<file path="src/hdl/ilda_fifo.sv">
// ----------------------------------------------------------------------------
// ILDA small queue
// Register-based first-in first-out queue with full and empty flags.
// ----------------------------------------------------------------------------
module ilda_fifo #(
  parameter type item_t = logic,
  parameter int  Depth  = 4
) (
  input  logic  clk_i,
  input  logic  rst_ni,
  input  logic  push_i,
  input  item_t data_i,
  output logic  full_o,
  input  logic  pop_i,
  output item_t data_o,
  output logic  empty_o
);

  localparam int PW = (Depth > 1) ? $clog2(Depth) : 1;
  localparam int CW = $clog2(Depth + 1);

  item_t         mem_q [Depth];
  logic [PW-1:0] wr_q, rd_q;
  logic [CW-1:0] cnt_q;
  logic          do_push, do_pop;

  assign full_o  = (cnt_q == CW'(Depth));
  assign empty_o = (cnt_q == '0);
  assign do_push = push_i && !full_o;
  assign do_pop  = pop_i && !empty_o;
  assign data_o  = mem_q[rd_q];

  always_ff @(posedge clk_i) begin
    if (do_push) begin
      mem_q[wr_q] <= data_i;
    end
  end

  always_ff @(posedge clk_i or negedge rst_ni) begin
    if (!rst_ni) begin
      wr_q  <= '0;
      rd_q  <= '0;
      cnt_q <= '0;
    end else begin
      if (do_push) begin
        wr_q <= (wr_q == PW'(Depth - 1)) ? '0 : wr_q + 1'b1;
      end
      if (do_pop) begin
        rd_q <= (rd_q == PW'(Depth - 1)) ? '0 : rd_q + 1'b1;
      end
      if (do_push && !do_pop) begin
        cnt_q <= cnt_q + 1'b1;
      end else if (do_pop && !do_push) begin
        cnt_q <= cnt_q - 1'b1;
      end
    end
  end

endmodule

</file>
<file path="config.mk">
export PLATFORM = sky130hd
export DESIGN_NAME = ilda_fifo
export DESIGN_NICKNAME = d
export VERILOG_FILES = /design/src/hdl/ilda_fifo.sv
export SDC_FILE = /design/constraint.sdc
export NUM_CORES = 1
export LEC_CHECK = 0
export ABC_AREA = 0
export BUFFER_PORTS_ARGS = -buffer_cell sky130_fd_sc_hd__buf_4
export CORE_MARGIN = 3
export CORE_UTILIZATION = 45
export DETAILED_ROUTE_END_ITERATION = 16
export GPL_TIMING_DRIVEN = 0
export PLACE_DENSITY = 0.67
export SLEW_MARGIN = 5
export SYNTH_ARGS = -nofsm -noshare
export SYNTH_HDL_FRONTEND = slang
export SYNTH_SLANG_ARGS = --single-unit
</file>
<file path="constraint.sdc">
create_clock -name clk_i -period 1.8 [get_ports clk_i]
set_input_delay 0.18 -clock clk_i [delete_from_list [all_inputs] [get_ports clk_i]]
set_output_delay 0.18 -clock clk_i [all_outputs]
set_load 0.05 [all_outputs]
</file>
==> results of run 1 <==
cell usage after synthesis, drive strengths merged:
cell,count
and2,4
buf,1
dfrtp,7
edfxtp,4
fa,1
ha,6
inv,3
mux2,5
mux4,1
nand2b,1
nor2,3
nor2b,1
nor3,1
nor3b,1
xnor2,1
xor2,2
area by class of cell:
type                    count  area, um^2  area share (%)
repair buffers             21         164            19.4
well taps                  14        17.5            2.07
clock buffers               4        26.3            3.10
inverters                   3        11.3            1.33
flip-flops and latches     11         298            35.2
multi-input cells          27         330            39.0
critical path: cells and delay by family (launching register included):
kind | cells | cell delay [ns]
xor gates and xnor gates | 2 | 0.30
buffers and inverters | 1 | 0.04
adders and majority gates | 2 | 0.47
and+or+nand+nor | 3 | 0.53
DFF | 1 | 0.45
timing repair:
action	4_1_cts	5_1_grt
pin swaps	1	1
setup endpoints to repair	2	2
endpoints found under the hold margin	7	0
buffers inserted	8	5
hold buffers	1	0
resized for setup	3	3
cell families after synthesis:
logic type                 share of synthesized area, %
xor gates and xnor gates                           4.38
adders and majority gates                          15.9
buffers and inverters                              3.76
DFF                                                49.3
muxes                                              14.4
and+or+nand+nor                                    12.3
state kept, by name, summed over array words and instances (netlist names):
signal / flops
rd_q: 2
mem_q: 4
wr_q: 2
cnt_q: 3
final timing paths:
check / start / depth (start not counted) / slack (ns) / endpoint
worst max-delay path: cnt_q[0] / 8 / -0.06 / cnt_q[2]
worst min-delay path: data_i / 1 / 0.12 / mem_q[1]
worst max register to register: cnt_q[0] / 8 / -0.06 / cnt_q[2]
worst min register to register: rd_q[1] / 1 / 0.56 / rd_q[1]
max in group asynchronous: rst_ni / 2 / 1.40 / cnt_q[0]
min in group asynchronous: rst_ni / 2 / 0.26 / rd_q[1]
power by group through the flow:
stage               Clock [mW]  Sequential [mW]  Combinational, mW
CTS                      0.166            0.484              0.838
detailed placement           0            0.514              0.669
floorplan                    0            0.485              0.522
finish                   0.163            0.485              0.906
global placement             0            0.498              0.609
global route             0.178            0.502              0.978
layout by cell type, fill, tap and decap left out, types with 3 or more instances in the layout:
cell | netlist | layout
and2_2 | 4 | 4
buf_4 | 0 | 19
clkbuf_4 | 0 | 3
dfrtp_1 | 7 | 5
edfxtp_1 | 4 | 4
ha_1 | 6 | 5
mux2_4 | 2 | 3
nor2_1 | 3 | 3
through the flow:
step	total power, mW	std cells	setup slack, ns	TNS [ns]	cell area, um^2
2_1_floorplan	1.01	42	-0.408	-0.811	632
4_1_cts	1.49	76	-0.0873	-0.126	810
5_1_grt	1.66	80	-0.180	-0.288	847
6_report	1.55	80	-0.0597	-0.0938	847
3_5_place_dp	1.18	63	-0.162	-0.274	702
3_3_place_gp	1.11	63	-0.0664	-0.104	702
per-layer routing:
metal | share of wire, % | track usage [%] | up-vias
met5 | 0 | 0 | -
met4 | 0 | 3.73 | 0
met3 | 2.5 | 3.86 | 0
met2 | 62 | 28.0 | 6
met1 | 35 | 13.7 | 202
li1 | - | - | 187
==> key figures, run 1 <==
Layout
  • Core Util, Final: slightly above 70%
  • FILL cells: 80
  • Ant diodes: 0
  • Layout area overhead: 41.3%
  • Layout cells sized above 1: 63.6%
  • NumNets Final: between 70 and 80

STA
  • Clock skew: between 0.0005 and 0.0006 ns
  • Min Tclk post-route: approximately 1.9 ns
  • RSZ-0062 raised after global routing: yes
  • Fin crit share: 103%
  • Worst-Margin Slew: 0.223 ns
  • Hold_ws: roughly 0.12 ns
  • Final Max Tran Viols: 0
  • Fin. Hold Viols: 0
  • Slew HR: between 80% and 90%
  • Fmax: around 540 MHz
  • Setup violators final: 2
  • Final worst slack: -0.0597 ns

Die
  • Core area: roughly 1200 um^2
  • Chip Height: 42.5 um
  • Die footprint: between 1500 and 2000 um^2
  • Cell Rows: 12
  • I/O Pins: 8
  • Initial Utilization: between 50% and 60%
  • Die W: 42.5 um

Power
  • Clock share of power: between 10% and 20%
  • Sw frac: around 38%
  • Gate power share: 58.3%
  • Share of power burned in registers: between 30% and 40%
  • Peak VDD IR: about 0.0011 V
  • Power Internal: 0.967 mW
  • Leakage: 0.396 nW
  • Total power density per cell area: around 1800 nW/um^2
  • NetSw: 0.587 mW

Placement
  • Buffers added on ports: 7
  • Dpl hpwl: just over 800 um
  • GPL Wtd Cong: just over 0.6

Clock tree
  • Worst skew pair latency: between 0.2 and 0.3 ns
  • Clock-pin slew on the worst setup and hold paths: roughly 0.070 ns
  • Clk sinks: 11
  • H-Tree Depth: 1
  • Clock Tree Buf Depth: 2
  • CTS tree: built
  • Root buffer cell: clkbuf_4
  • Num CTS Buffers: 3

Route
  • Vias after detailed routing: 395
  • DR pass1 iterations: 4
  • Final wirelength: ~1.2 mm
  • DRC viols: 0
  • Routed wire per std cell: 14.8 um
  • DRT antenna net count: 0
  • Detailed router's first-iteration violation count: 4
  • DR vias/cell: 4.94

Synth
  • Top cells by area, synth: dfrtp_1 (29%), edfxtp_1 (20%), ha_1 (13%)
  • Share of the synthesized area in the top cell type: between 20% and 30%
  • Cell accounting for the most synthesized area: dfrtp_1
  • Synth cell types: 17
  • Ys Warns: 0
  • Synthesized area: between 500 and 600 um^2
  • Mean Syn Cell Area: 14.3 um^2
  • Syn nets: 54
  • Post-Syn Instances: between 40 and 50
  • Yosys reg bits: 11
  • Sequential fraction of the synthesis area: about half

Worst setup path
  • CP required: approximately 2.0 ns
  • Critical path arrival: roughly 2.0 ns
  • Worst path cell trace: nor3_4, nand2b_4, ha_4, inv_2, fa_2, xor2_1, nor2_1, xor2_1
  • CP max stage cell: dfrtp_2
  • Critical path endpoint category: flip-flop
  • Setup CP Type: reg -> reg
  • Slowest Stage Delay on Critical Path: roughly 0.45 ns
  • CP startpoint kind: flip-flop
  • Crit path top cell by count: xor2_1
  • Max FO, Critical Path: 3

GRT
  • Vias in the first global route: approximately 420
  • Initial antenna violation count: 0
  • Largest net degree at the start of global routing: 8
  • Gr ovfl total: 0
  • Gr usage total: around 14%
  • Global-route wire length before repair: about 1.8 mm

Status
  • Failing checks: negative setup slack
  • Outcome: complete, but fails checks

Hold path
  • Min-delay worst type: in -> reg

Job
  • Max Cap Viol: 0
(Power assumes the default switching activity.)
==> inputs of run 2 (changes only) <==
ABC_AREA = 1   (was 0)
PLACE_DENSITY = unset   (was 0.67)
PLACE_DENSITY_LB_ADDON = 0.2   (was unset)
==> run 2 against run 1 <==
The flow now finishes without violations. Worst setup slack improved by 0.18 ns. Sequential cell count did not move. Sequential power fell by 6.4%. Routed wire length down 5.5%. Non-clock buffer count shrank 7. Sequential share of layout area grew 2.0 points. Fmax rose by 11%. Clock power is 4% higher. Largest cell class is now flip-flops and latches. Highest routed layer is now met4.
==> key figures, run 2 <==
Synth
  • Share of the synthesized area in the top cell type: 27.5% (was 29.2%)
  • Top cells by area, synth: dfrtp_1 (27%), edfxtp_1 (19%), ha_1 (12%) (was dfrtp_1 (29%), edfxtp_1 (20%), ha_1 (13%))
  • Yosys reg bits: 11 (unchanged)
  • Cell accounting for the most synthesized area: dfrtp_1 (unchanged)
  • Post-Syn Instances: 72 (was 42)
  • Synthesized area: 638 um^2 (was 599 um^2)
  • Post-synth EDFFs: 4 (unchanged)
  • Post-synthesis async set-or-reset flop share: 63.6% (unchanged)
  • Synth top cells by count: inv_1 (17), nand2_1 (16), dfrtp_1 (7), ha_1 (6), nor2_1 (6) (was dfrtp_1 (7), ha_1 (6), and2_2 (4), edfxtp_1 (4))
  • Mean Syn Cell Area: 8.86 um^2 (was 14.3 um^2)
  • Sequential fraction of the synthesis area: 46.3% (was 49.3%)
  • Ys Warns: 0 (unchanged)
  • Synth Flop Type: dfrtp_1 (unchanged)
  • Synth cell types: 17 (unchanged)
  • Syn nets: 84 (was 54)
  • Count leader, synth: inv_1 (was dfrtp_1)

Placement
  • Buffers added on ports: 7 (unchanged)
  • Pre-CTS setup slack: -0.00973 ns (was -0.162 ns)
  • GPL Wtd Cong: 0.754 (was 0.619)
  • Dpl hpwl: 790 um (was 830 um)
  • Cell count after placement: 93 (was 63)

Power
  • Clock share of power: 12.2% (was 10.5%)
  • Total power density per cell area: 1750 nW/um^2 (was 1830 nW/um^2)
  • Power Internal: 0.760 mW (was 0.967 mW)
  • Post-layout power: 1.39 mW (was 1.55 mW)
  • Share of power burned in registers: 32.7% (was 31.2%)
  • Sw frac: 45.3% (was 37.7%)
  • Leakage: 0.427 nW (was 0.396 nW)
  • Gate power share: 55.1% (was 58.3%)
  • Peak VDD IR: 0.000929 V (was 0.00107 V)
  • NetSw: 0.629 mW (was 0.587 mW)

Layout
  • FILL cells: 107 (was 80)
  • Most common cell after layout, fill and taps aside: nand2_1 (was buf_4)
  • Layout cells sized above 1: 27.8% (was 63.6%)
  • Reg with most FFs: mem_q (unchanged)
  • Ant diodes: 0 (unchanged)
  • Commonest non-fill, non-tap cells in the layout: nand2_1 (16), inv_1 (14), buf_4 (13), dfrtp_1 (7), nor2_1 (6) (was buf_4 (19), ha_1 (5), dfrtp_1 (5), and2_2 (4), edfxtp_1 (4))
  • Max reg flops: 4 (unchanged)
  • Top flop regs: mem_q: 4 flops, cnt_q: 3 flops (unchanged)
  • Core Util, Final: 65.3% (was 72.3%)
  • Layout area overhead: 24.5% (was 41.3%)
  • Cell Count, Final, Fillers Out: 104 (was 80)
  • NumNets Final: 103 (was 79)

Clock tree
  • Worst skew pair latency: 0.27 ns (was 0.26 ns)
  • Root buffer cell: clkbuf_4 (unchanged)
  • Clk sinks: 11 (unchanged)
  • Clock Tree Buf Depth: 2 (unchanged)
  • Num CTS Buffers: 3 (unchanged)
  • H-Tree Depth: 1 (unchanged)
  • Clock-pin slew on the worst setup and hold paths: 0.07 ns (about the same)
  • CTS tree: built (unchanged)

Job
  • Max Cap Viol: 0 (unchanged)

Worst setup path
  • Critical path arrival: 1.84 ns (was 2.04 ns)
  • CP startpoint kind: flip-flop (unchanged)
  • Max FO, Critical Path: 4 (was 3)
  • Critical path endpoint category: flip-flop (unchanged)
  • CP required: 1.97 ns (was 1.98 ns)
  • Setup CP Type: reg -> reg (unchanged)

STA
  • Total Neg Setup Slack: 0 ns (was -0.0938 ns)
  • RSZ-0062 raised after global routing: no (was yes)
  • Clock skew: 0.00545 ns (was 0.000515 ns)
  • Worst-Margin Slew: 0.204 ns (was 0.223 ns)
  • Fin. Hold Viols: 0 (unchanged)
  • Final Max Tran Viols: 0 (unchanged)
  • Final worst slack: 0.124 ns (was -0.0597 ns)
  • Fin crit share: 93.1% (was 103%)
  • Fmax: 597 MHz (was 538 MHz)
  • Slew HR: 86.4% (was 85.1%)
  • Min Tclk post-route: 1.68 ns (was 1.86 ns)
  • Setup violators final: 0 (was 2)

Die
  • Chip Height: 43.7 um (was 42.5 um)
  • Initial Utilization: 52.5% (was 51.2%)
  • Die W: 43.7 um (was 42.5 um)
  • Cell Rows: 12 (unchanged)
  • Core area: 1220 um^2 (was 1170 um^2)
  • Die footprint: 1910 um^2 (was 1810 um^2)
  • I/O Pins: 8 (unchanged)

GRT
  • Vias in the first global route: 435 (was 423)
  • Gr usage total: 13.6% (was 14.0%)
  • Gr ovfl total: 0 (unchanged)
  • Global-route wire length before repair: 1.81 mm (was 1.82 mm)
  • Initial antenna violation count: 0 (unchanged)
  • Largest net degree at the start of global routing: 8 (unchanged)

Hold path
  • Min-delay worst type: in -> reg (unchanged)

Route
  • Detailed router's first-iteration violation count: 2 (was 4)
  • Final wirelength: 1.12 mm (was 1.18 mm)
  • DR pass1 iterations: 2 (was 4)
  • Vias after detailed routing: 499 (was 395)
  • Met1 wire length: 473 um (was 418 um)
  • Metal3 WL: 64 um (was 30 um)
  • Top sig layer: met4 (was met3)
  • Routed wire per std cell: 10.7 um (was 14.8 um)
  • Met2 WL: 551 um (was 732 um)
  • DR vias/cell: 4.80 (was 4.94)
  • DRC viols: 0 (unchanged)
  • DRT antenna net count: 0 (unchanged)

Status
  • Outcome: completed (was complete, but fails checks)
[run 2: cell families after synthesis]
logic type               synth area share [%]
AO/OA/AOI/OAI                            2.74
XOR/XNOR                                 1.37
adder cells (fa/ha/maj)                  14.9
buffers and inverters                    10.0
flip-flops                               46.3
AND/OR/NAND/NOR                          24.7
[run 2: power groups by stage]
stage          logic [mW]  clock network [mW]  registers (mW)
5_1_grt             0.867               0.191           0.472
3_3_place_gp        0.645                   0           0.461
2_1_floorplan       0.525                   0           0.441
6_report            0.766               0.170           0.454
4_1_cts             0.725               0.179           0.449
3_5_place_dp        0.675                   0           0.465
[run 2: layout make-up]
cell class / count / area [um^2] / share of cell area (%)
Sequential cell: 11 / 295 / 37.2
Clock buffer: 4 / 26.3 / 3.31
Inverter: 17 / 63.8 / 8.03
Tap cell: 14 / 17.5 / 2.20
Timing Repair Buffer: 14 / 108 / 13.5
Multi-Input combinational cell: 44 / 284 / 35.7
[run 2: timing repair]
action | 4_1_cts | 5_1_grt
hold buffers | 1 | 0
endpoints found under the setup margin | 1 | 2
buffers inserted | 2 | 4
pin swaps | 1 | 2
gates resized for setup | 0 | 5
endpoints found under the hold margin | 7 | 0
[run 2: stage by stage]
| stage | hold slack (ns) | instance area (um^2) |
|---|---|---|
| CTS | 0.0963 | 759 |
| floorplan | -0.116 | 638 |
| finish | 0.112 | 795 |
| global placement | -0.00147 | 708 |
| global route | 0.0985 | 795 |
| detailed placement | -0.00130 | 708 |
[run 2: worst paths after layout]
check	start	to	slack [ns]	depth (start not counted)
setup / recovery	cnt_q[1]	cnt_q[2]	0.12	10
hold / removal	data_i	mem_q[0]	0.11	1
setup reg to reg	cnt_q[1]	cnt_q[2]	0.12	10
hold reg to reg	rd_q[1]	rd_q[1]	0.54	2
max in group asynchronous	rst_ni	rd_q[1]	1.42	2
min in group asynchronous	rst_ni	cnt_q[1]	0.25	2
[run 2: critical path: stages (launching register included)]
cell     delay [ns]
dfrtp_1        0.41
inv_2          0.09
nand3_2        0.12
nand2_2        0.10
ha_2           0.18
inv_2          0.04
fa_2           0.33
nand2_1        0.09
nand3_1        0.08
nand2_1        0.07
nand2_1        0.05
[run 2: layer usage]
layer | track usage (%) | vias up
li1 | - | 257
met1 | 14.4 | 228
met2 | 21.5 | 9
met3 | 6.22 | 5
met4 | 9.04 | 0
met5 | 0 | -
==> inputs of run 3 (changes only) <==
PLACE_DENSITY_LB_ADDON = 0.25   (was 0.2)
==> run 3 against run 2 <==
Cell count fell by 1.9%. Global-route usage fell by 0.33 points. Critical path depth did not move. Register-to-register slack got worse by 0.03 ns. Fmax fell by 1.5%. Clock power rose by 2%. Sequential power rose by 2%. Sequential share of layout area rose by 0.22 points. Core utilization fell by 0.10 points. Worst setup slack got worse by 0.026 ns. Via count fell by 2.8%. Die area did not move. Largest power group unchanged.
==> key figures, run 3 (synthesis gave the netlist of run 2 again) <==
Status
  • Outcome: completed (unchanged)

Clock tree
  • Clk sinks: 11 (unchanged)
  • Num CTS Buffers: 3 (unchanged)
  • Root buffer cell: clkbuf_4 (unchanged)
  • Worst skew pair latency: 0.28 ns (was 0.27 ns)
  • Clock-pin slew on the worst setup and hold paths: 0.07 ns (about the same)
  • CTS tree: built (unchanged)
  • Clock Tree Buf Depth: 2 (unchanged)
  • H-Tree Depth: 1 (unchanged)

Layout
  • Commonest non-fill, non-tap cells in the layout: nand2_1 (16), inv_1 (13), buf_4 (11), nor2_1 (6), dfrtp_1 (6) (was nand2_1 (16), inv_1 (14), buf_4 (13), dfrtp_1 (7), nor2_1 (6))
  • NumNets Final: 101 (was 103)
  • Most common cell after layout, fill and taps aside: nand2_1 (unchanged)
  • Layout area overhead: 24.3% (was 24.5%)
  • Layout cells sized above 1: 27.3% (was 27.8%)
  • Design area: 793 um^2 (was 795 um^2)
  • Top flop regs: mem_q: 4 flops, cnt_q: 3 flops (unchanged)
  • FILL cells: 104 (was 107)
  • Ant diodes: 0 (unchanged)
  • Reg with most FFs: mem_q (unchanged)
  • Max reg flops: 4 (unchanged)

GRT
  • Global-route wire length before repair: 1.84 mm (was 1.81 mm)
  • Vias in the first global route: 448 (was 435)
  • Initial antenna violation count: 0 (unchanged)
  • Largest net degree at the start of global routing: 8 (unchanged)
  • Gr ovfl total: 0 (unchanged)
  • Gr usage total: 13.3% (was 13.6%)

Die
  • Die W: 43.7 um (unchanged)
  • Chip Height: 43.7 um (unchanged)
  • Core area: 1220 um^2 (unchanged)
  • Cell Rows: 12 (unchanged)
  • Die footprint: 1910 um^2 (unchanged)
  • I/O Pins: 8 (unchanged)
  • Initial Utilization: 52.5% (unchanged)

STA
  • Slew HR: 85.6% (was 86.4%)
  • Min Tclk post-route: 1.70 ns (was 1.68 ns)
  • Fmax: 587 MHz (was 597 MHz)
  • Fin. Hold Viols: 0 (unchanged)
  • Worst-Margin Slew: 0.215 ns (was 0.204 ns)
  • Clock skew: 0.00252 ns (was 0.00545 ns)
  • Fin crit share: 94.6% (was 93.1%)
  • Final Max Tran Viols: 0 (unchanged)
  • Setup violators final: 0 (unchanged)
  • Hold_ws: 0.0980 ns (was 0.112 ns)

Route
  • DRC viols: 0 (unchanged)
  • DR vias/cell: 4.75 (was 4.80)
  • Detailed router's first-iteration violation count: 5 (was 2)
  • DRT antenna net count: 0 (unchanged)
  • Routed wire per std cell: 10.9 um (was 10.7 um)
  • Final wirelength: 1.11 mm (was 1.12 mm)
  • Vias after detailed routing: 485 (was 499)
  • DR pass1 iterations: 2 (unchanged)

Worst setup path
  • Top Family by Delay on Critical Path: adder cells (was simple AND/OR/NAND/NOR gates)
  • Max FO, Critical Path: 4 (unchanged)
  • Slowest Stage Delay on Critical Path: 0.44 ns (was 0.41 ns)
  • Crit path top cell by count: nand2_1 (unchanged)
  • Critical path arrival: 1.87 ns (was 1.84 ns)
  • CP Buf/Inv Count: 2 (unchanged)
  • Critical path endpoint category: flip-flop (unchanged)
  • Worst path cell trace: inv_2, nand3_4, nand2_2, ha_2, inv_2, fa_1, nand2_1, nand3_1, nand2_1, nand2_1 (was inv_2, nand3_2, nand2_2, ha_2, inv_2, fa_2, nand2_1, nand3_1, nand2_1, nand2_1)
  • CP startpoint kind: flip-flop (unchanged)
  • CP max stage cell: dfrtp_2 (was dfrtp_1)
  • CP required: 1.97 ns (about the same)
  • Setup CP Type: reg -> reg (unchanged)

Placement
  • GPL Wtd Cong: 0.711 (was 0.754)
  • Placed inst area: 708 um^2 (unchanged)
  • Buffers added on ports: 7 (unchanged)
  • Dpl hpwl: 749 um (was 790 um)

Hold path
  • Min-delay worst type: in -> reg (unchanged)

Job
  • Max Cap Viol: 0 (unchanged)

Power
  • Leakage: 0.418 nW (was 0.427 nW)
  • Peak VDD IR: 0.000996 V (was 0.000929 V)
  • Total power density per cell area: 1780 nW/um^2 (was 1750 nW/um^2)
[run 3: changes by cell type in the layout (fill, tap and decap cells not counted)]
cell,previous run,this run
fa_2,1,0
fa_1,0,1
nand3_2,2,0
dfrtp_2,0,1
buf_4,13,11
dfrtp_1,7,6
nand3_4,0,2
inv_2,3,4
inv_1,14,13
[run 3: power by group]
part           leakage [nW]  internal, mW  total, mW  switching [mW]
Clock                0.0150        0.0860      0.174          0.0877
Combinational         0.283         0.307      0.780           0.472
Sequential            0.120         0.364      0.461          0.0969
Total                 0.418         0.757       1.41           0.657
[run 3: cell type report]
class	instances	area (um^2)	area share, %
clock buffers	4	26.3	3.31
repair buffers	12	92.6	11.7
inverters	17	63.8	8.04
flip-flops and latches	11	297	37.4
well taps	14	17.5	2.21
multi-input cells	44	297	37.4
[run 3: through the flow]
stage	worst slack [ns]	std cells	power, mW	setup TNS, ns	util (%)
after global routing	-0.00366	102	1.53	-0.00366	65.2
after detailed placement	-0.0128	93	1.13	-0.0128	58.2
final	0.0976	102	1.41	0	65.2
after CTS	0.0195	98	1.34	0	61.8
after global placement	0.0256	93	1.10	0	58.2
after floorplan	0.137	72	0.966	0	-
[run 3: what timing repair did]
action	4_1_cts	5_1_grt
setup buffers	0	4
endpoints found under the setup margin	2	2
endpoints found under the hold margin	7	0
hold buffers	1	0
pin swaps	0	2
resized for setup	3	5
[run 3: worst paths after layout]
check	start	to	slack, ns	cells past startpoint
max in group asynchronous	rst_ni	cnt_q[2]	1.42	2
setup / recovery	cnt_q[2]	cnt_q[2]	0.1	10
hold / removal	data_i	mem_q[3]	0.1	1
min in group asynchronous	rst_ni	wr_q[1]	0.25	2
hold reg to reg	wr_q[1]	wr_q[1]	0.54	2
setup reg to reg	cnt_q[2]	cnt_q[2]	0.1	10
[run 3: per-layer routing]
metal | wire (um) | global-route usage, %
met5 | 0 | 0
met4 | 21 | 7.23
met3 | 74 | 6.22
met2 | 549 | 20.3
met1 | 464 | 15.2
