==> config.mk <==
export PLATFORM = sky130hd
export DESIGN_NAME = ilda_front
export DESIGN_NICKNAME = d
export VERILOG_FILES = /design/src/hdl/ilda_pkg.sv /design/src/hdl/ilda_front.sv
export SDC_FILE = /design/constraint.sdc
export NUM_CORES = 1
export LEC_CHECK = 0
export BUFFER_PORTS_ARGS = -buffer_cell sky130_fd_sc_hd__buf_2
export CORE_MARGIN = 5
export CORE_UTILIZATION = 50
export DETAILED_ROUTE_END_ITERATION = 10
export HOLD_SLACK_MARGIN = 0.12
export PLACE_DENSITY_LB_ADDON = 0.08
export SYNTH_ARGS = -nofsm -noshare
export SYNTH_HDL_FRONTEND = slang
export SYNTH_SLANG_ARGS = --single-unit
==> constraint.sdc <==
create_clock -name clk_i -period 2.79 [get_ports clk_i]
set_input_delay 0.1395 -clock clk_i [delete_from_list [all_inputs] [get_ports clk_i]]
set_output_delay 0.1395 -clock clk_i [all_outputs]
set_load 0.005 [all_outputs]
==> src/hdl/ilda_pkg.sv <==
// ----------------------------------------------------------------------------
// ILDA stream parser package
// Shared item types, operation codes and constant tables.
// ----------------------------------------------------------------------------
package ilda_pkg;

  localparam int PALETTE_DEPTH = 256;
  localparam int CMD_DEPTH     = 4;
  localparam int OUT_DEPTH     = 2;

  localparam logic [2:0] FMT_3D_IDX  = 3'd0;
  localparam logic [2:0] FMT_2D_IDX  = 3'd1;
  localparam logic [2:0] FMT_PALETTE = 3'd2;
  localparam logic [2:0] FMT_3D_TRUE = 3'd4;
  localparam logic [2:0] FMT_2D_TRUE = 3'd5;

  localparam logic [7:0] Magic [4] = '{8'h49, 8'h4C, 8'h44, 8'h41};

  localparam logic [23:0] DfltPal [64] = '{
    24'hFF0000, 24'hFF1000, 24'hFF2000, 24'hFF3000,
    24'hFF4000, 24'hFF5000, 24'hFF6000, 24'hFF7000,
    24'hFF8000, 24'hFF9000, 24'hFFA000, 24'hFFB000,
    24'hFFC000, 24'hFFD000, 24'hFFE000, 24'hFFF000,
    24'hFFFF00, 24'hE0FF00, 24'hC0FF00, 24'hA0FF00,
    24'h80FF00, 24'h60FF00, 24'h40FF00, 24'h20FF00,
    24'h00FF00, 24'h00FF24, 24'h00FF49, 24'h00FF6D,
    24'h00FF92, 24'h00FFB6, 24'h00FFDB, 24'h00FFFF,
    24'h00E3FF, 24'h00C6FF, 24'h00AAFF, 24'h008EFF,
    24'h0071FF, 24'h0055FF, 24'h0038FF, 24'h001CFF,
    24'h0000FF, 24'h2000FF, 24'h4000FF, 24'h6000FF,
    24'h8000FF, 24'hA000FF, 24'hC000FF, 24'hE000FF,
    24'hFF00FF, 24'hFF20FF, 24'hFF40FF, 24'hFF60FF,
    24'hFF80FF, 24'hFFA0FF, 24'hFFC0FF, 24'hFFE0FF,
    24'hFFFFFF, 24'hFFE0E0, 24'hFFC0C0, 24'hFFA0A0,
    24'hFF8080, 24'hFF6060, 24'hFF4040, 24'hFF2020
  };

  typedef enum logic [2:0] {
    KIND_POINT      = 3'd0,
    KIND_POINT_END  = 3'd1,
    KIND_FILE_END   = 3'd2,
    KIND_BAD_MAGIC  = 3'd3,
    KIND_BAD_FORMAT = 3'd4
  } kind_e;

  typedef enum logic [2:0] {
    OP_NOP,
    OP_ERR_MAGIC,
    OP_ERR_FMT,
    OP_END,
    OP_PAL,
    OP_POINT
  } op_e;

  typedef struct packed {
    logic [7:0] data_byte;
    logic       file_start;
  } in_t;

  typedef struct packed {
    kind_e       kind;
    logic [15:0] pos_x;
    logic [15:0] pos_y;
    logic [7:0]  red;
    logic [7:0]  green;
    logic [7:0]  blue;
    logic [15:0] frame_index;
    logic        last_of_frame;
    logic [15:0] box_x_min;
    logic [15:0] box_x_max;
    logic [15:0] box_y_min;
    logic [15:0] box_y_max;
  } out_t;

  typedef struct packed {
    op_e         op;
    logic        restart;
    logic        pal_start;
    logic        eof;
    logic        last;
    logic        true_color;
    logic        blank;
    logic [15:0] px;
    logic [15:0] py;
    logic [7:0]  c0;
    logic [7:0]  c1;
    logic [7:0]  c2;
    logic [15:0] frame;
  } cmd_t;

  function automatic logic [3:0] rec_width(input logic [2:0] fmt);
    logic [3:0] w;
    case (fmt)
      FMT_3D_IDX:  w = 4'd8;
      FMT_2D_IDX:  w = 4'd6;
      FMT_PALETTE: w = 4'd3;
      FMT_3D_TRUE: w = 4'd10;
      default:     w = 4'd8;
    endcase
    return w;
  endfunction

endpackage

==> src/hdl/ilda_front.sv <==
// ----------------------------------------------------------------------------
// ILDA byte front end
// Walks section headers and records and issues one command per event.
// ----------------------------------------------------------------------------
module ilda_front import ilda_pkg::*; (
  input  logic clk_i,
  input  logic rst_ni,
  input  logic accept_i,
  input  in_t  item_i,
  output logic cmd_push_o,
  output cmd_t cmd_o
);

  typedef enum logic [1:0] {
    PH_IDLE,
    PH_HEAD,
    PH_REC,
    PH_DONE
  } phase_e;

  phase_e      phase_q, phase_d, ph;
  logic [4:0]  pos_q, pos_d, p;
  logic [2:0]  fmt_q, fmt_d;
  logic [15:0] recs_q, recs_d;
  logic [15:0] frame_q, frame_d;
  logic [15:0] total_q, total_d;
  logic [7:0]  bytes_q [10];
  logic [7:0]  rec [10];
  logic [7:0]  b, status;
  logic        emit, is_end, more, wide;
  logic [3:0]  w;
  cmd_t        cmd;

  assign b = item_i.data_byte;

  always_comb begin
    for (int i = 0; i < 10; i++) begin
      rec[i] = (p[3:0] == 4'(i)) ? b : bytes_q[i];
    end
  end

  always_comb begin
    phase_d = phase_q;
    pos_d   = pos_q;
    fmt_d   = fmt_q;
    recs_d  = recs_q;
    frame_d = frame_q;
    total_d = total_q;
    cmd     = '0;
    emit    = 1'b0;
    ph      = phase_q;
    p       = pos_q;
    w       = rec_width(fmt_q);
    is_end  = 1'b0;
    more    = 1'b0;
    wide    = (fmt_q == FMT_3D_IDX) || (fmt_q == FMT_3D_TRUE);
    status  = wide ? rec[6] : rec[4];
    if (item_i.file_start) begin
      ph          = PH_HEAD;
      p           = '0;
      cmd.restart = 1'b1;
      emit        = 1'b1;
    end
    cmd.op    = OP_NOP;
    cmd.frame = frame_q;
    case (ph)
      PH_HEAD: begin
        if (p < 5'd4 && b != Magic[p[1:0]]) begin
          cmd.op  = OP_ERR_MAGIC;
          emit    = 1'b1;
          phase_d = PH_DONE;
        end else if (p == 5'd7 && !(b == 8'(FMT_3D_IDX) || b == 8'(FMT_2D_IDX) ||
                     b == 8'(FMT_PALETTE) || b == 8'(FMT_3D_TRUE) ||
                     b == 8'(FMT_2D_TRUE))) begin
          cmd.op  = OP_ERR_FMT;
          emit    = 1'b1;
          phase_d = PH_DONE;
        end else begin
          phase_d = PH_HEAD;
          if (p == 5'd7)  fmt_d   = b[2:0];
          if (p == 5'd24) recs_d  = {b, 8'h00};
          if (p == 5'd25) recs_d  = {recs_q[15:8], b};
          if (p == 5'd26) frame_d = {b, 8'h00};
          if (p == 5'd27) frame_d = {frame_q[15:8], b};
          if (p == 5'd28) total_d = {b, 8'h00};
          if (p == 5'd29) total_d = {total_q[15:8], b};
          if (p != 5'd31) begin
            pos_d = p + 1'b1;
          end else begin
            pos_d = '0;
            if (fmt_q == FMT_PALETTE) begin
              cmd.pal_start = 1'b1;
              emit          = 1'b1;
            end
            if (recs_q == '0) begin
              cmd.op  = OP_END;
              emit    = 1'b1;
              phase_d = PH_DONE;
            end else begin
              phase_d = PH_REC;
            end
          end
        end
      end
      PH_REC: begin
        if ({1'b0, p} + 6'd1 < {2'b00, w}) begin
          pos_d = p + 1'b1;
        end else begin
          pos_d  = '0;
          recs_d = recs_q - 1'b1;
          is_end = (recs_d == '0);
          more   = ({1'b0, frame_q} + 17'd1) < {1'b0, total_q};
          if (is_end) begin
            phase_d = more ? PH_HEAD : PH_DONE;
          end
          cmd.eof  = is_end && !more;
          cmd.last = is_end;
          emit     = 1'b1;
          if (fmt_q == FMT_PALETTE) begin
            cmd.op = OP_PAL;
            cmd.c0 = rec[0];
            cmd.c1 = rec[1];
            cmd.c2 = rec[2];
          end else begin
            cmd.op         = OP_POINT;
            cmd.px         = {rec[0] ^ 8'h80, rec[1]};
            cmd.py         = 16'h7FFF - {rec[2], rec[3]};
            cmd.blank      = status[6];
            cmd.true_color = (fmt_q == FMT_3D_TRUE) || (fmt_q == FMT_2D_TRUE);
            if (cmd.true_color) begin
              cmd.c0 = wide ? rec[9] : rec[7];
              cmd.c1 = wide ? rec[8] : rec[6];
              cmd.c2 = wide ? rec[7] : rec[5];
            end else begin
              cmd.c0 = wide ? rec[7] : rec[5];
            end
          end
        end
      end
      default: begin
      end
    endcase
  end

  assign cmd_push_o = accept_i && emit;
  assign cmd_o      = cmd;

  always_ff @(posedge clk_i) begin
    if (accept_i && ph == PH_REC && p < 5'd10) begin
      bytes_q[p[3:0]] <= b;
    end
  end

  always_ff @(posedge clk_i or negedge rst_ni) begin
    if (!rst_ni) begin
      phase_q <= PH_IDLE;
      pos_q   <= '0;
      fmt_q   <= '0;
      recs_q  <= '0;
      frame_q <= '0;
      total_q <= '0;
    end else if (accept_i) begin
      phase_q <= phase_d;
      pos_q   <= pos_d;
      fmt_q   <= fmt_d;
      recs_q  <= recs_d;
      frame_q <= frame_d;
      total_q <= total_d;
    end
  end

endmodule

==> results_dict.tcl, run 1 <==
set metrics [dict create \
    flop_pwr_share_pct 36.6 \
    internal_power_w 0.00418 \
    coreArea_sq_um 15300 \
    switchingPower_w 0.00215 \
    cts.path.max_buffers 2 \
    total_power_density_per_cell_area_nw_per_um2 570 \
    setup.worst_path.end_class "primary output" \
    power_switching_share_pct 34.0 \
    crit_path_start "frame_q[0]$_DFFE_PN0P_" \
    timing.final.crit_period_ns 3.34 \
    worst_slew_margin_rel_pct 49.7 \
    cts_root_buf "sky130_fd_sc_hd__clkbuf_16" \
    hold_viol_final 0 \
    ys.flop_type "sky130_fd_sc_hd__edfxtp_1" \
    port-buffer-count 93 \
    combined_area_of_the_multi_input_logic_cells_sq_um 4800 \
    number_of_antenna_violations_at_the_first_check_in_global_routing 0 \
    synth_edf_count 73 \
    status "complete, but fails checks" \
    design.portCount 94 \
    max-vdd-ir-drop_mv 0.514 \
    leakage_nw 4.73 \
    grt_overflow_total 0 \
    synth_seq_cells 131 \
    via_count_of_the_first_global_routing_pass 7369 \
    report.final.slew_viol_count 0 \
    holdCritStartpoint "item_i[5]" \
    post_route_cells_drive_above_1_share_pct 42.4 \
    route.final.wire_length_um 26700 \
    p_comb_share_pct 29.8 \
    cts_tree "done" \
    fin_area_sq_um 11100 \
    htree_num_levels 4 \
    worstSkewPairLatency_ns 0.43 \
    detailed_place_hpwl_um 16000 \
    required_time_reported_for_the_critical_path_endpoint_ns 2.65 \
    synthesis.area_sq_um 7810 \
    post_synthesis_net_count 824 \
    pre_cts_slack_ns -0.308 \
    fin_nets 1011 \
    worst_pin_slew_ns 0.750 \
    power.clock.fraction_pct 33.6 \
    grt_first_pass_wirelength_um 40100 \
    cts_inserted_buffers 17 \
    reg2reg_from "pos_q[0]$_DFFE_PN0P_" \
    startpoint_kind_of_the_worst_setup_timing_path "flop" \
    final.period_utilization_pct 120 \
    yosys-top-cells-area "sky130_fd_sc_hd__edfxtp_1 (28%), sky130_fd_sc_hd__dfrtp_1 (19%), sky130_fd_sc_hd__ha_1 (4.5%), sky130_fd_sc_hd__mux2i_1 (3.8%), sky130_fd_sc_hd__mux2_2 (3.6%)" \
    via_count_normalized_by_instance_count 6.21 \
    clkSlewWorstSetupHoldPaths_ns 0.06 \
    synth-async-reset-ratio_pct 44.3 \
    route.vias.total 7415 \
    dieHeight_um 135 \
    timing.final.ws_setup_ns -0.553 \
    failing_checks "setup timing" \
    rsz0062_at_grt "yes" \
    timing.clock.skew_ns 0.00933 \
    setup_viol 82 \
    synth.most_common_cell "sky130_fd_sc_hd__edfxtp_1" \
    fillCellCount 1044 \
    cp_data_arrival_time_ns 3.20 \
    clock-sinks 131 \
    start_util_pct 51.2 \
    antenna_left 0 \
    achievable-frequency_mhz 299 \
    synth.yosys.seq_area_share_pct 46.6 \
    crit_fanout 3 \
    holdCritPathClass "primary input to flop" \
    routabilityCongestion 0.982 \
    gr-usage-all-layers_pct 28.2 \
    placementRows 45 \
    chipWidth_um 135 \
    sequential_cell_area_sq_um 3640 \
    place_area_sq_um 8990 \
    remaining_drc_errors 0 \
    wl_per_cell_um 22.4 \
    synth_top_area_share_pct 28.1 \
    antenna_cells 0 \
    drt_iter0_markers 723 \
    timing.setup.critical_path_class "flop to primary output" \
    synth_warnings 0 \
    synth.cells.most_frequent "sky130_fd_sc_hd__edfxtp_1 (73), sky130_fd_sc_hd__nand2_1 (72), sky130_fd_sc_hd__nor2_1 (68)" \
    yosysUniqueCellTypes 73 \
    detailedRoute.firstPassIterationCount 5 \
    grt_max_degree 51 \
    max-cap-violations 0 \
    final_core_util_pct 72.8 \
    floorplan.die_area_sq_um 18200 \
    area.growth.synth_to_final_pct 42.2 \
    synth_area_per_cell_sq_um 9.97 \
    synthesis.instances 784 \
    synth_largest_area_cell "sky130_fd_sc_hd__edfxtp_1" \
]
==> path summary, 6_finish.rpt <==
path                            slack [ns]  cells past startpoint                      to
max in group asynchronous             1.77                      3   recs_q[5]$_DFFE_PN0P_
min in group asynchronous             0.38                      3   recs_q[8]$_DFFE_PN0P_
worst max-delay path                 -0.55                     15               cmd_o[75]
worst min register to register        0.49                      2  total_q[7]$_DFFE_PN0P_
worst max register to register       -0.20                     15    pos_q[3]$_DFFE_PN0P_
worst min-delay path                  0.25                      4  total_q[4]$_DFFE_PN0P_
==> layout by cell type (no fill, tap or decap), types with 15 or more instances in the layout <==
cell and n:
sky130_fd_sc_hd__a21oi_1 22, sky130_fd_sc_hd__buf_2 85, sky130_fd_sc_hd__buf_4 89, sky130_fd_sc_hd__buf_6 26
sky130_fd_sc_hd__clkbuf_16 20, sky130_fd_sc_hd__dfrtp_1 57, sky130_fd_sc_hd__edfxtp_1 73, sky130_fd_sc_hd__ha_1 20
sky130_fd_sc_hd__inv_1 31, sky130_fd_sc_hd__mux2_2 23, sky130_fd_sc_hd__mux2i_1 30, sky130_fd_sc_hd__nand2_1 65
sky130_fd_sc_hd__nand3_1 17, sky130_fd_sc_hd__nor2_1 44, sky130_fd_sc_hd__nor2_4 20, sky130_fd_sc_hd__o21ai_0 22
sky130_fd_sc_hd__o21ai_1 26, sky130_fd_sc_hd__o21ai_2 19, sky130_fd_sc_hd__o22ai_1 15
==> registers in the layout, summed over array words and instances (netlist names) <==
name,cells
bytes_q,73
recs_q,16
total_q,16
pos_q,5
phase_q,2
frame_q,16
fmt_q,3
==> logic make-up (layout without fill, tap and decap cells) <==
| kind of cell | Yosys count | count (layout) | share of synthesized area [%] |
|---|---|---|---|
| flip-flops | 131 | 131 | 46.6 |
| adder cells (fa/ha/maj) | 28 | 28 | 4.48 |
| buffers and inverters | 89 | 284 | 4.88 |
| AO/OA/AOI/OAI | 201 | 201 | 17.1 |
| AND/OR/NAND/NOR | 260 | 264 | 17.3 |
| multiplexers | 55 | 55 | 7.45 |
| XOR/XNOR | 20 | 20 | 2.24 |
==> cell type report <==
cell class              count  share of cell area, %
multi-input cells         568                   43.2
flip-flops and latches    131                   32.8
repair buffers            218                   15.3
clock buffers              17                   3.83
well taps                 211                   2.38
inverters                  35                   1.32
clock inverters            14                   1.16
==> worst max-delay path, cell delays in order, from the launching register on <==
cell,delay [ns]
sky130_fd_sc_hd__dfrtp_1,0.39
sky130_fd_sc_hd__ha_2,0.20
sky130_fd_sc_hd__nand3_2,0.09
sky130_fd_sc_hd__nor2_2,0.14
sky130_fd_sc_hd__and3_4,0.21
sky130_fd_sc_hd__nand3_2,0.08
sky130_fd_sc_hd__xnor2_1,0.14
sky130_fd_sc_hd__ha_2,0.19
sky130_fd_sc_hd__a21o_1,0.16
sky130_fd_sc_hd__a211o_1,0.29
sky130_fd_sc_hd__a211oi_2,0.18
sky130_fd_sc_hd__a211oi_2,0.11
sky130_fd_sc_hd__a2111oi_2,0.22
sky130_fd_sc_hd__buf_4,0.19
sky130_fd_sc_hd__nor3_1,0.04
sky130_fd_sc_hd__buf_2,0.14
==> repair_timing <==
action	4_1_cts	5_1_grt
pin swaps	41	50
endpoints found under the setup margin	87	107
setup buffers	29	13
hold buffers	6	0
endpoints found under the hold margin	64	0
resized for setup	137	114
gates cloned	8	2
==> layer usage <==
metal  global-route usage [%]  share of wire (%)  wire length (um)  vias up
li1                         -                  -                 -     3278
met1                     36.1                 40             10600     3618
met2                     47.4                 49             13200      440
met3                     5.92                8.0              2150       79
met4                     10.1                2.7               731        0
met5                        0                  0                 0        -
==> metrics by stage <==
step	total power, W	std cells	TNS (ns)	hold slack [ns]
2_1_floorplan	0.00325	784	0	-0.156
3_3_place_gp	0.00373	1116	-0.245	0.00422
3_5_place_dp	0.00378	1116	-1.94	0.00970
4_1_cts	0.00611	1187	-17.94	0.232
5_1_grt	0.00657	1194	-27.80	0.246
6_report	0.00633	1194	-19.01	0.254
==> power groups by stage <==
stage,Sequential (W),Clock (W),Combinational [W]
after floorplan,0.00229,0,0.000966
after global placement,0.00231,0,0.00142
after detailed placement,0.00232,0,0.00146
after CTS,0.00229,0.00214,0.00169
after global routing,0.00232,0.00224,0.00201
final,0.00231,0.00213,0.00189
(Power assumes the default switching activity.)
==> inputs of run 2 (changes only) <==
CTS_BUF_LIST = sky130_fd_sc_hd__clkbuf_4   (was default)
==> run 2 against run 1 <==
Against the previous run:
- the run still ends with setup timing left
- first-iteration DRC count is 14% lower
- combinational power is 8% higher
- sequential power about the same
- largest power group unchanged
- critical path depth is 1 higher
- routed wire length increased by 1.8%
- maximum frequency down 5.9%
- core utilization fell by 0.31 points
- critical path type unchanged
==> results_dict.tcl, run 2 (synthesized netlist as in run 1, its figures left out) <==
set metrics [dict create \
    holdCritStartpoint "item_i[4]" \
    status "complete, but fails checks" \
    antenna_left 0 \
    power.clock.fraction_pct 22.0 \
    drt_iter0_markers 622 \
    via_count_of_the_first_global_routing_pass 7434 \
    required_time_reported_for_the_critical_path_endpoint_ns 2.65 \
    route.final.wire_length_um 27200 \
    htree_num_levels 4 \
    dieHeight_um 135 \
    grt_first_pass_wirelength_um 40100 \
    holdCritPathClass "primary input to flop" \
    clkSlewWorstSetupHoldPaths_ns 0.12 \
    power_switching_share_pct 37.6 \
    max-cap-violations 0 \
    timing.clock.skew_ns 0.0282 \
    fillCellCount 1086 \
    leakage_nw 4.72 \
    mostFrequentLayoutCells "sky130_fd_sc_hd__buf_4 (91), sky130_fd_sc_hd__buf_2 (85), sky130_fd_sc_hd__edfxtp_1 (73)" \
    grt_max_degree 51 \
    worst_slew_margin_rel_pct 18.3 \
    report.final.slew_viol_count 0 \
    largest_register_ffs 73 \
    cp_data_arrival_time_ns 3.41 \
    setup.worst_path.end_class "primary output" \
    fin_nets 1030 \
    cts_tree "done" \
    ff2ff_setup_slack_ns -0.23 \
    sequential_cell_area_sq_um 3640 \
    cts_root_buf "sky130_fd_sc_hd__clkbuf_4" \
    gr-usage-all-layers_pct 28.1 \
    achievable-frequency_mhz 281 \
    start_util_pct 51.2 \
    placedCellCount 1116 \
    r2r.worst_path.cells 15 \
    worstSkewPairLatency_ns 0.58 \
    most_common_cell_after_layout_fill_and_taps_aside "sky130_fd_sc_hd__buf_4" \
    design.portCount 94 \
    crit_fanout 3 \
    flop_pwr_share_pct 41.4 \
    chipWidth_um 135 \
    number_of_antenna_violations_at_the_first_check_in_global_routing 1 \
    combined_area_of_the_multi_input_logic_cells_sq_um 4860 \
    post_route_non_filler_standard_cell_count 1214 \
    total_power_density_per_cell_area_nw_per_um2 505 \
    worst_pin_slew_ns 1.22 \
    wl_per_cell_um 22.4 \
    area.growth.synth_to_final_pct 41.6 \
    crit_path_start "frame_q[0]$_DFFE_PN0P_" \
    grt_overflow_total 0 \
    max-vdd-ir-drop_mv 0.420 \
    detailed_place_hpwl_um 16000 \
    cts_inserted_buffers 17 \
    remaining_drc_errors 0 \
    rsz0062_at_grt "yes" \
    setup_viol 85 \
    regToRegEndpoint "recs_q[1]$_DFFE_PN0P_" \
    timing.final.crit_period_ns 3.55 \
    p_comb_share_pct 36.7 \
    timing.setup.critical_path_class "flop to primary output" \
    hold_depth 4 \
    startpoint_kind_of_the_worst_setup_timing_path "flop" \
    coreArea_sq_um 15300 \
    route.vias.total 7440 \
    clock-sinks 131 \
    timing.final.ws_setup_ns -0.764 \
    via_count_normalized_by_instance_count 6.13 \
    routabilityCongestion 0.982 \
    cts.path.max_buffers 2 \
    failing_checks "setup timing" \
    post_route_cells_drive_above_1_share_pct 43.4 \
    worst_hold_path.endpoint "total_q[3]$_DFFE_PN0P_" \
    placementRows 45 \
    floorplan.die_area_sq_um 18200 \
    switchingPower_w 0.00210 \
    final.period_utilization_pct 127 \
    internal_power_w 0.00348 \
    port-buffer-count 93 \
    finalSetupTns_ns -32.86 \
    hold_viol_final 0 \
    reg2reg_from "pos_q[0]$_DFFE_PN0P_" \
    detailedRoute.firstPassIterationCount 5 \
]
==> run 2: changes by cell type in the layout (fill, tap and decap cells not counted), sizes merged <==
cell	before	now
buf	209	222
diode	0	1
dlygate4sd3	6	10
or4	2	4
==> run 2: metrics by stage <==
step	setup slack [ns]	area, sq um	total power, W	hold WS (ns)	util, %
floorplan	0.00499	7920	0.00325	-0.156	-
global placement	-0.188	8990	0.00373	0.00422	58.9
detailed placement	-0.308	8990	0.00378	0.00970	58.9
CTS	-0.786	10400	0.00527	0.129	68.0
global route	-0.913	11100	0.00583	0.129	72.5
finish	-0.764	11100	0.00558	0.160	72.5
==> run 2: per-layer routing <==
layer	routed length [um]	up-vias	global-route usage [%]
li1	-	3325	-
met1	10700	3640	35.9
met2	13500	402	46.9
met3	2060	73	6.30
met4	888	0	10.9
met5	0	-	0
==> run 2: area by class of cell <==
cell class,instances,area share [%]
Timing Repair Buffer,235,17.0
Sequential cell,131,32.9
Multi-Input combinational cell,570,44.0
Tap cell,211,2.39
Inverter,35,1.32
Clock buffer,17,1.15
Clock inverter,14,1.17
Antenna cell,1,0.0226
==> run 2: worst max-delay path: stages, from the launching register on <==
cell,delay [ns]
sky130_fd_sc_hd__dfrtp_1,0.37
sky130_fd_sc_hd__buf_4,0.12
sky130_fd_sc_hd__ha_2,0.17
sky130_fd_sc_hd__nand3_2,0.09
sky130_fd_sc_hd__nor2_2,0.14
sky130_fd_sc_hd__and3_4,0.21
sky130_fd_sc_hd__nand3_2,0.08
sky130_fd_sc_hd__xnor2_1,0.14
sky130_fd_sc_hd__ha_2,0.19
sky130_fd_sc_hd__a21o_1,0.16
sky130_fd_sc_hd__a211o_1,0.29
sky130_fd_sc_hd__a211oi_2,0.18
sky130_fd_sc_hd__a211oi_2,0.11
sky130_fd_sc_hd__a2111oi_2,0.23
sky130_fd_sc_hd__buf_4,0.20
sky130_fd_sc_hd__nor3_1,0.04
sky130_fd_sc_hd__buf_2,0.14
==> run 2: worst max path at each step <==
stage	to	slack (ns)	depth (start not counted)
final	cmd_o[75]	-0.76	16
after global routing	cmd_o[75]	-0.91	16
after CTS	cmd_o[75]	-0.79	15
after detailed placement	cmd_o[75]	-0.31	15
after global placement	cmd_o[75]	-0.19	15
after floorplan	cmd_o[75]	0.005	14
==> run 2: power groups by stage <==
stage	Sequential, W	Combinational [W]	Clock [W]
6_report	0.00231	0.00205	0.00123
2_1_floorplan	0.00229	0.000966	0
3_3_place_gp	0.00231	0.00142	0
5_1_grt	0.00232	0.00218	0.00133
4_1_cts	0.00228	0.00174	0.00125
3_5_place_dp	0.00232	0.00146	0
==> run 2: timing repair <==
item | CTS | global route
endpoints found under the hold margin | 110 | 0
setup buffers | 35 | 19
endpoints found under the setup margin | 86 | 110
gates resized for setup | 154 | 121
cloned | 7 | 4
hold buffers | 10 | 0
pin swaps | 43 | 63
